File: src/design/bwi_pkg.sv
// Shared types and constants for the bicubic window interpolator.
// Holds the field widths, the coefficient reset value and the multiply-add control word.
// No dependencies.
package bwi_pkg;

    // Field widths of the ports.
    localparam int PIXEL_W    = 24;
    localparam int CHAN_W     = 8;
    localparam int PHASE_W    = 8;
    localparam int ROW_W      = 2;
    localparam int KERNEL_A_W = 9;

    // Kernel coefficient a after reset: -0.5 in signed Q8.
    localparam logic signed [KERNEL_A_W-1:0] KERNEL_A_RESET = -9'sd128;

    // Control word from the sequencer to the shared multiply-add unit.
    typedef struct packed {
        logic issue;       // perform one multiply-add this cycle
        logic a_feedback;  // take the multiplicand from the accumulator
        logic c_feedback;  // take the addend from the accumulator
    } mac_ctl_t;

endpackage

File: src/design/bwi_mac.sv
// Shared signed multiply-add unit with a registered result.
// Computes acc = a * b + c, where a and c may come back from acc itself.
// Depends on bwi_pkg for the control word.
module bwi_mac
    import bwi_pkg::*;
#(
    parameter int A_W = 32,
    parameter int B_W = 11,
    parameter int U_W = 44
)
(
    input  logic                  clk,
    input  mac_ctl_t              ctl,
    input  logic signed [A_W-1:0] a_op,
    input  logic signed [B_W-1:0] b_op,
    input  logic signed [U_W-1:0] c_op,
    output logic signed [U_W-1:0] acc
);

    localparam int M_W = A_W + B_W;
    localparam int F_W = (M_W > U_W) ? M_W : U_W;

    logic signed [U_W-1:0] acc_reg;
    logic signed [U_W-1:0] acc_next;
    logic signed [A_W-1:0] a_sel;
    logic signed [U_W-1:0] c_sel;
    logic signed [M_W-1:0] product;
    logic signed [F_W-1:0] full_sum;

    // Operand selection: the accumulator can feed either side for chained work.
    assign a_sel = ctl.a_feedback ? $signed(acc_reg[A_W-1:0]) : a_op;
    assign c_sel = ctl.c_feedback ? acc_reg : c_op;

    // One multiplication and one wide addition.
    assign product  = a_sel * b_op;
    assign full_sum = F_W'(product) + F_W'(c_sel);
    assign acc_next = ctl.issue ? $signed(full_sum[U_W-1:0]) : acc_reg;

    // Result register; it carries data only, so it needs no reset.
    always_ff @(posedge clk)
    begin
        acc_reg <= acc_next;
    end

    assign acc = acc_reg;

endmodule

File: src/design/bicubic_window_interpolator.sv
// Top level of the bicubic window interpolator: sequencer, weight and sum storage.
// Depends on bwi_pkg and instantiates the shared multiply-add unit bwi_mac.
//
//  Channel   Signals                                        Direction
//  config    cfg_wr_en, cfg_wr_data                         in
//  input     in_valid, in_stall, pixel_0..3, phase_x,       in (in_stall out)
//            phase_y, window_row
//  output    out_valid, out_stall, out_red, out_green,      out (out_stall in)
//            out_blue
//
// Each input word is captured, then the five kernel weights are evaluated (three
// Horner steps and a rounding step each), the four 2-D weights are formed and twelve
// products are accumulated; a row 3 word then loads the result into the output word.
// Every product goes through the single multiply-add unit.
// Reset clears the sequencer, the output valid flag and the channel sums, and loads
// the default coefficient. in_stall stays high while a word is being worked on, and
// a row 3 word waits in its finishing state while a previous result is still stalled.
module bicubic_window_interpolator
    import bwi_pkg::*;
#(
    parameter int PHASE_BITS = 8
)
(
    input  logic                  clk,
    input  logic                  rst_n,
    input  logic                  cfg_wr_en,
    input  logic [KERNEL_A_W-1:0] cfg_wr_data,
    input  logic                  in_valid,
    output logic                  in_stall,
    input  logic [PIXEL_W-1:0]    pixel_0,
    input  logic [PIXEL_W-1:0]    pixel_1,
    input  logic [PIXEL_W-1:0]    pixel_2,
    input  logic [PIXEL_W-1:0]    pixel_3,
    input  logic [PHASE_W-1:0]    phase_x,
    input  logic [PHASE_W-1:0]    phase_y,
    input  logic [ROW_W-1:0]      window_row,
    output logic                  out_valid,
    input  logic                  out_stall,
    output logic [CHAN_W-1:0]     out_red,
    output logic [CHAN_W-1:0]     out_green,
    output logic [CHAN_W-1:0]     out_blue
);

    localparam int P       = PHASE_BITS;
    localparam int PH_USED = (P < PHASE_W) ? P : PHASE_W;
    localparam int D_W     = P + 2;                        // distance, unsigned
    localparam int W_W     = P + 3;                        // tap weight, signed
    localparam int WC_W    = 2 * P + 4;                    // 2-D weight, signed
    localparam int A_W     = 2 * P + 16;                   // multiplicand
    localparam int B_W     = (P + 3 > CHAN_W + 1) ? P + 3 : CHAN_W + 1;
    localparam int SUM_W   = 2 * P + 28;                   // channel sums
    localparam int V_W     = 3 * P + 17;                   // kernel before rounding
    localparam int U_W     = (V_W > SUM_W) ? V_W : SUM_W;  // accumulator

    localparam logic [D_W-1:0] D_ONE = D_W'(1) << P;
    localparam logic [D_W-1:0] D_TWO = D_W'(2) << P;

    localparam logic signed [U_W-1:0]   W_HALF = U_W'(1) << (2 * P + 7);
    localparam logic signed [SUM_W:0]   R_HALF = (SUM_W + 1)'(1) << (2 * P - 1);

    localparam logic [2:0] WSEL_Y     = 3'd4;   // the vertical weight slot
    localparam logic [3:0] W_STORE    = 4'd3;   // rounding step of a weight
    localparam logic [3:0] COMB_LAST  = 4'd4;
    localparam logic [3:0] ACCUM_LAST = 4'd12;

    localparam logic [ROW_W-1:0] ROW_FIRST = 2'd0;
    localparam logic [ROW_W-1:0] ROW_LAST  = 2'd3;

    typedef enum logic [4:0] {
        ST_IDLE    = 5'b00001,
        ST_WEIGHT  = 5'b00010,
        ST_COMBINE = 5'b00100,
        ST_ACCUM   = 5'b01000,
        ST_FINISH  = 5'b10000
    } state_t;

    state_t state_reg;
    state_t state_next;
    logic [3:0] step_reg;
    logic [3:0] step_next;
    logic [2:0] wsel_reg;
    logic [2:0] wsel_next;
    logic       out_valid_reg;
    logic       out_valid_next;
    logic signed [KERNEL_A_W-1:0] kernel_a_reg;

    logic [PIXEL_W-1:0]      pix_reg [4];
    logic [D_W-1:0]          tx_reg;
    logic [D_W-1:0]          ty_reg;
    logic [ROW_W-1:0]        row_reg;
    logic signed [W_W-1:0]   wx_reg [4];
    logic signed [W_W-1:0]   wy_reg;
    logic signed [WC_W-1:0]  wc_reg [4];
    logic signed [SUM_W-1:0] sum_reg [3];
    logic [CHAN_W-1:0]       red_reg;
    logic [CHAN_W-1:0]       green_reg;
    logic [CHAN_W-1:0]       blue_reg;

    logic                  in_accept;
    logic                  out_take;
    logic                  result_load;
    logic [1:0]            wtap;
    logic [D_W-1:0]        wt;
    logic [D_W-1:0]        tap_dist;
    logic                  outer;
    logic signed [11:0]    a_ext;
    logic signed [11:0]    c3;
    logic signed [11:0]    c2;
    logic signed [11:0]    c1;
    logic signed [11:0]    c0;
    logic [CHAN_W-1:0]     chan_val;
    logic signed [U_W-1:0] w_rnd;
    logic signed [U_W-1:0] w_shift;
    logic signed [W_W-1:0] w_new;

    mac_ctl_t              mac_ctl;
    logic signed [A_W-1:0] a_op;
    logic signed [B_W-1:0] b_op;
    logic signed [U_W-1:0] c_op;
    logic signed [U_W-1:0] acc;

    // Round a channel sum to nearest and saturate it to a byte.
    function automatic logic [CHAN_W-1:0] round_sat(input logic signed [SUM_W-1:0] s);
        logic signed [SUM_W:0] r;
        begin
            r = (SUM_W + 1)'(s) + R_HALF;
            if (r[SUM_W])
            begin
                return '0;
            end
            else if (|r[SUM_W-1:2*P+CHAN_W])
            begin
                return '1;
            end
            else
            begin
                return r[2*P+CHAN_W-1:2*P];
            end
        end
    endfunction

    // Handshakes.
    assign in_stall    = (state_reg != ST_IDLE);
    assign in_accept   = in_valid && !in_stall;
    assign out_take    = out_valid_reg && !out_stall;
    assign result_load = (state_reg == ST_FINISH) && (!out_valid_reg || !out_stall);

    // Which tap the current weight belongs to, and its distance from the sample.
    assign wtap = (wsel_reg == WSEL_Y) ? row_reg : wsel_reg[1:0];
    assign wt   = (wsel_reg == WSEL_Y) ? ty_reg : tx_reg;

    always_comb
    begin
        case (wtap)
            2'd0:
            begin
                tap_dist = D_ONE + wt;
                outer    = 1'b1;
            end
            2'd1:
            begin
                tap_dist = wt;
                outer    = 1'b0;
            end
            2'd2:
            begin
                tap_dist = D_ONE - wt;
                outer    = 1'b0;
            end
            default:
            begin
                tap_dist = D_TWO - wt;
                outer    = 1'b1;
            end
        endcase
    end

    // Polynomial coefficients of the kernel in Horner order.
    assign a_ext = 12'(kernel_a_reg);

    always_comb
    begin
        if (outer)
        begin
            c3 = a_ext;
            c2 = -(a_ext * 12'sd5);
            c1 = a_ext * 12'sd8;
            c0 = -(a_ext * 12'sd4);
        end
        else
        begin
            c3 = a_ext + 12'sd512;
            c2 = -(a_ext + 12'sd768);
            c1 = '0;
            c0 = 12'sd256;
        end
    end

    // Byte of the pixel for the current column and colour channel.
    always_comb
    begin
        case (step_reg[3:2])
            2'd0:    chan_val = pix_reg[step_reg[1:0]][23:16];
            2'd1:    chan_val = pix_reg[step_reg[1:0]][15:8];
            default: chan_val = pix_reg[step_reg[1:0]][7:0];
        endcase
    end

    // Operands for the shared unit in each phase of the work.
    always_comb
    begin
        mac_ctl = '0;
        a_op    = '0;
        b_op    = '0;
        c_op    = '0;
        case (state_reg)
            ST_WEIGHT:
            begin
                b_op = B_W'($signed({1'b0, tap_dist}));
                case (step_reg)
                    4'd0:
                    begin
                        mac_ctl.issue = 1'b1;
                        a_op = A_W'(c3);
                        c_op = U_W'(c2) <<< P;
                    end
                    4'd1:
                    begin
                        mac_ctl.issue      = 1'b1;
                        mac_ctl.a_feedback = 1'b1;
                        c_op = U_W'(c1) <<< (2 * P);
                    end
                    4'd2:
                    begin
                        mac_ctl.issue      = 1'b1;
                        mac_ctl.a_feedback = 1'b1;
                        c_op = U_W'(c0) <<< (3 * P);
                    end
                    default:
                    begin
                        mac_ctl = '0;
                    end
                endcase
            end
            ST_COMBINE:
            begin
                if (step_reg < COMB_LAST)
                begin
                    mac_ctl.issue = 1'b1;
                    a_op = A_W'(wx_reg[step_reg[1:0]]);
                    b_op = B_W'(wy_reg);
                end
            end
            ST_ACCUM:
            begin
                if (step_reg < ACCUM_LAST)
                begin
                    mac_ctl.issue = 1'b1;
                    a_op = A_W'(wc_reg[step_reg[1:0]]);
                    b_op = B_W'($signed({1'b0, chan_val}));
                    if (step_reg[1:0] == 2'd0)
                    begin
                        // A new channel starts from its sum, or from zero on row 0.
                        if (row_reg != ROW_FIRST)
                        begin
                            c_op = U_W'(sum_reg[step_reg[3:2]]);
                        end
                    end
                    else
                    begin
                        mac_ctl.c_feedback = 1'b1;
                    end
                end
            end
            default:
            begin
                mac_ctl = '0;
            end
        endcase
    end

    bwi_mac #(
        .A_W (A_W),
        .B_W (B_W),
        .U_W (U_W)
    ) u_mac (
        .clk  (clk),
        .ctl  (mac_ctl),
        .a_op (a_op),
        .b_op (b_op),
        .c_op (c_op),
        .acc  (acc)
    );

    // Round the evaluated kernel to a weight in the phase format.
    assign w_rnd   = acc + W_HALF;
    assign w_shift = w_rnd >>> (2 * P + 8);
    assign w_new   = w_shift[W_W-1:0];

    // Sequencer.
    always_comb
    begin
        state_next = state_reg;
        step_next  = step_reg;
        wsel_next  = wsel_reg;
        case (state_reg)
            ST_IDLE:
            begin
                if (in_accept)
                begin
                    state_next = ST_WEIGHT;
                    step_next  = '0;
                    wsel_next  = '0;
                end
            end
            ST_WEIGHT:
            begin
                if (step_reg == W_STORE)
                begin
                    step_next = '0;
                    if (wsel_reg == WSEL_Y)
                    begin
                        state_next = ST_COMBINE;
                    end
                    else
                    begin
                        wsel_next = wsel_reg + 3'd1;
                    end
                end
                else
                begin
                    step_next = step_reg + 4'd1;
                end
            end
            ST_COMBINE:
            begin
                if (step_reg == COMB_LAST)
                begin
                    state_next = ST_ACCUM;
                    step_next  = '0;
                end
                else
                begin
                    step_next = step_reg + 4'd1;
                end
            end
            ST_ACCUM:
            begin
                if (step_reg == ACCUM_LAST)
                begin
                    step_next  = '0;
                    state_next = (row_reg == ROW_LAST) ? ST_FINISH : ST_IDLE;
                end
                else
                begin
                    step_next = step_reg + 4'd1;
                end
            end
            ST_FINISH:
            begin
                if (result_load)
                begin
                    state_next = ST_IDLE;
                end
            end
            default:
            begin
                state_next = ST_IDLE;
            end
        endcase
    end

    // Output valid flag: set on a new result, cleared when the word is taken.
    always_comb
    begin
        out_valid_next = out_valid_reg;
        if (result_load)
        begin
            out_valid_next = 1'b1;
        end
        else if (out_take)
        begin
            out_valid_next = 1'b0;
        end
    end

    // Control registers, coefficient and channel sums.
    always_ff @(posedge clk or negedge rst_n)
    begin
        if (!rst_n)
        begin
            state_reg     <= ST_IDLE;
            step_reg      <= '0;
            wsel_reg      <= '0;
            out_valid_reg <= 1'b0;
            kernel_a_reg  <= KERNEL_A_RESET;
            sum_reg[0]    <= '0;
            sum_reg[1]    <= '0;
            sum_reg[2]    <= '0;
        end
        else
        begin
            state_reg     <= state_next;
            step_reg      <= step_next;
            wsel_reg      <= wsel_next;
            out_valid_reg <= out_valid_next;
            if (cfg_wr_en)
            begin
                kernel_a_reg <= $signed(cfg_wr_data);
            end
            // A channel's sum is written back as the next channel starts, or on the last accumulate step.
            if ((state_reg == ST_ACCUM) && (step_reg[1:0] == 2'd0) && (step_reg != '0))
            begin
                sum_reg[step_reg[3:2] - 2'd1] <= acc[SUM_W-1:0];
            end
        end
    end

    // Data registers: captured word, weights and the output word.
    always_ff @(posedge clk)
    begin
        if (in_accept)
        begin
            pix_reg[0] <= pixel_0;
            pix_reg[1] <= pixel_1;
            pix_reg[2] <= pixel_2;
            pix_reg[3] <= pixel_3;
            tx_reg     <= D_W'(phase_x[PH_USED-1:0]);
            ty_reg     <= D_W'(phase_y[PH_USED-1:0]);
            row_reg    <= window_row;
        end
        if ((state_reg == ST_WEIGHT) && (step_reg == W_STORE))
        begin
            if (wsel_reg == WSEL_Y)
            begin
                wy_reg <= w_new;
            end
            else
            begin
                wx_reg[wsel_reg[1:0]] <= w_new;
            end
        end
        if ((state_reg == ST_COMBINE) && (step_reg != '0))
        begin
            wc_reg[2'(step_reg - 4'd1)] <= acc[WC_W-1:0];
        end
        if (result_load)
        begin
            red_reg   <= round_sat(sum_reg[0]);
            green_reg <= round_sat(sum_reg[1]);
            blue_reg  <= round_sat(sum_reg[2]);
        end
    end

    assign out_valid = out_valid_reg;
    assign out_red   = red_reg;
    assign out_green = green_reg;
    assign out_blue  = blue_reg;

endmodule
File: config.mk
export PLATFORM = sky130hd
export DESIGN_NAME = bicubic_window_interpolator
export DESIGN_NICKNAME = d
export VERILOG_FILES = /design/src/design/bwi_pkg.sv /design/src/design/bwi_mac.sv /design/src/design/bicubic_window_interpolator.sv
export SDC_FILE = /design/constraint.sdc
export NUM_CORES = 2
export LEC_CHECK = 0
export BUFFER_PORTS_ARGS = -buffer_cell sky130_fd_sc_hd__buf_2
export CAP_MARGIN = 20
export CORE_MARGIN = 2
export CORE_UTILIZATION = 45
export CTS_CLUSTER_DIAMETER = 200
export DETAILED_ROUTE_END_ITERATION = 8
export PLACE_DENSITY = 0.68
export SYNTH_ARGS = -nofsm -noshare
export SYNTH_HDL_FRONTEND = slang
export SYNTH_SLANG_ARGS = --single-unit
export TNS_END_PERCENT = 5
File: constraint.sdc
create_clock -name clk -period 9.2 [get_ports clk]
set_input_delay 1.84 -clock clk [delete_from_list [all_inputs] [get_ports clk]]
set_output_delay 1.84 -clock clk [all_outputs]
set_load 0.02 [all_outputs]
==> run metrics <==
Ys Warns 0; Seq/Total Area, Yosys 0.3742; Post-Syn Area around 36000 um^2; P per Cell Area between 200 and 250 nW/um^2; most frequent CP cell inv_1; Initial DRC Count around 2200; CTS Buf Count 46; RSZ-0062 raised after global routing false; # clock sinks around 470; area share of fa/ha/maj cells after synthesis 0.2525; Initial Util 0.4533; CTS clk-pin slew, worst paths around 0.070 ns; Reg power frac 0.353; global route total overflow 0; worst r2r path cells 34; Hold Startpoint sum_reg[101]$_DFFE_PN0P_; TNS Setup 0 ns; RePlAce Congestion 0.9087; max_cap viols 0; vias in the first global route about 26000; Syn Inst Count between 3000 and 4000; Port-buffer cells 153; Slew Viols, Final 0; Clock Skew 0.02301 ns; DIE AREA just over 80000 um^2; commonest non-fill, non-tap cell in the layout inv_1; antenna cells 0; LEAKAGE about 16 nW; die height ~290 um; first-pass GRT wire length 149600 um; Synth cell types 91; register bit total from synthesis around 470; chip width around 290 um; initial antenna violation count 0; crit path capture type flop; most frequent cells in the layout inv_1 (426), nand2_1 (384), fa_1 (361); ANT nets after route 0; number of synthesized flops with an enable pin approximately 320; post-DP HPWL 71720 um; final setup vio count 0; CP Launch Point kernel_a_reg[7]$_DFFE_PN1P_; Skew-Pair Late Insertion Delay 0.57 ns; share of cells above drive strength 1 0.1637; CP Max Fanout 10; crit path launch type flop; syn_nets 3795; fin nets about 4000; Max Fclk between 100 and 150 MHz; slowest CP cell dfstp_2; area grow syn2layout 10.14%; crit path DAT approximately 9.1 ns; synthesized area per cell around 11 um^2; Synth Area in Simple Gates 0.1056; CTS HTree Levels 2; register area roughly 13000 um^2; CTS resizes 0; final std cells w/o fill about 4400; Req. time, crit path 9.50 ns; crit-path max cell delay roughly 0.67 ns; combinational family with the most area after synthesis adder cells; Post-synth ARST share 0.3270; switching share of power 0.4134; endpoints failing hold 0; Critical R2R Launch kernel_a_reg[7]$_DFFE_PN1P_; Psw around 3.7 mW; final WL 93940 um; FP Rows ~100; fin crit period 8.767 ns; Comb pwr share 0.430; drt via density about 5.7; period utilization 0.9530; post-synthesis xor/xnor area fraction 0.02474; DR WL/cell ~21 um; Synth Area in Compound Gates 0.08256; fill count between 7000 and 8000; Main synth FF type edfxtp_1; Overall Global Routing Usage 0.2355; mux share of post-synthesis cell area 0.09705; vias 24760; WHS Path Cells 1; Hold Crit Class reg2reg; post-CTS setup buffer count 0; Pre-antenna DRT Iters 5; outcome finished, final reports clean; largest net degree at the start of global routing 73; Largest register FFs 132; clk buf depth 3; clock power share 0.218; WS Path Type reg2reg; Core Region roughly 79000 um^2; Int Pwr roughly 5.2 mW; CTS tree built; CTS Hold Buffers Added 0; VDD IR max between 0.15 and 0.2 mV; design area ~40000 um^2; Least-Margin Pin Slew between 0.9 and 1 ns; Slew Limit Headroom 0.3853; Boundary Pins approximately 150; CTS root buffer clkbuf_16; DP Area 37800 um^2; multi-input logic area 20190 um^2; DP Cell Count 4295; # DRC 0
==> worst paths after layout <==
kind | end | slack (ns)
max | u_mac.acc[35]$_DFFE_PP_ | 0.43
min | sum_reg[101]$_DFFE_PN0P_ | 0.51
max reg2reg | u_mac.acc[35]$_DFFE_PP_ | 0.43
min reg2reg | sum_reg[101]$_DFFE_PN0P_ | 0.51
max in group asynchronous | sum_reg[43]$_DFFE_PN0P_ | 6.15
min in group asynchronous | sum_reg[90]$_DFFE_PN0P_ | 1.28
==> cell families after synthesis <==
group           Yosys count
simple gates            800
buf+inv                 569
fa+ha+maj               505
flops                   471
compound gates          455
mux                     261
xor+xnor                101
==> area by class of cell <==
class                      count  share of cell area
clock buffer                  67             0.03524
tap                         1050             0.03337
multi-input combinational   2122              0.5127
clock inverter                18            0.004067
timing repair buffer         224             0.03378
inverter                     428             0.04086
sequential                   471              0.3400
==> through the flow <==
step | worst slack [ns] | power (mW) | hold slack [ns] | util
after floorplan | 1.250 | 5.683 | 0.4707 | -
after detailed placement | 0.5336 | 6.978 | 0.4915 | 0.4792
after CTS | 0.4906 | 8.930 | 0.5068 | 0.4988
after global placement | 0.6730 | 6.922 | 0.4857 | 0.4792
after global routing | 0.05092 | 9.496 | 0.5119 | 0.4992
final | 0.4326 | 8.935 | 0.5066 | 0.4992
==> metal layers <==
metal,share of wire,GRT usage
met1,0.40,0.3168
met5,0,0
met2,0.50,0.4022
met3,0.072,0.03174
met4,0.028,0.06270
==> synth_stat cells (71+ instances only) <==
master,n,area [um^2]
a21oi_1,97,485.5
dfrtp_1,151,3779
edfxtp_1,317,9519
fa_1,361,7227
ha_1,144,1802
inv_1,427,1603
mux2_2,135,1520
mux2i_1,71,710.7
nand2_1,387,1453
nor2_1,130,488.0
o21ai_0,136,680.7
xnor2_1,72,630.6
==> critical path: cells and delay by family, from the launching register on <==
kind,cells,cell delay [ns]
adders and majority gates,9,3.73
AOI/OAI and AO/OA,12,2.77
buffers and inverters,8,0.80
DFF,1,0.67
and+or+nand+nor,5,0.53
==> power by group through the flow <==
| stage | clock, mW | sequential, mW | combinational, mW |
|---|---|---|---|
| after floorplan | 0 | 2.94 | 2.75 |
| after global placement | 0 | 3.18 | 3.74 |
| after detailed placement | 0 | 3.19 | 3.79 |
| after CTS | 1.96 | 3.15 | 3.82 |
| after global routing | 2.05 | 3.18 | 4.27 |
| final | 1.94 | 3.15 | 3.84 |
Note: power is estimated with default switching activity, not from simulation.
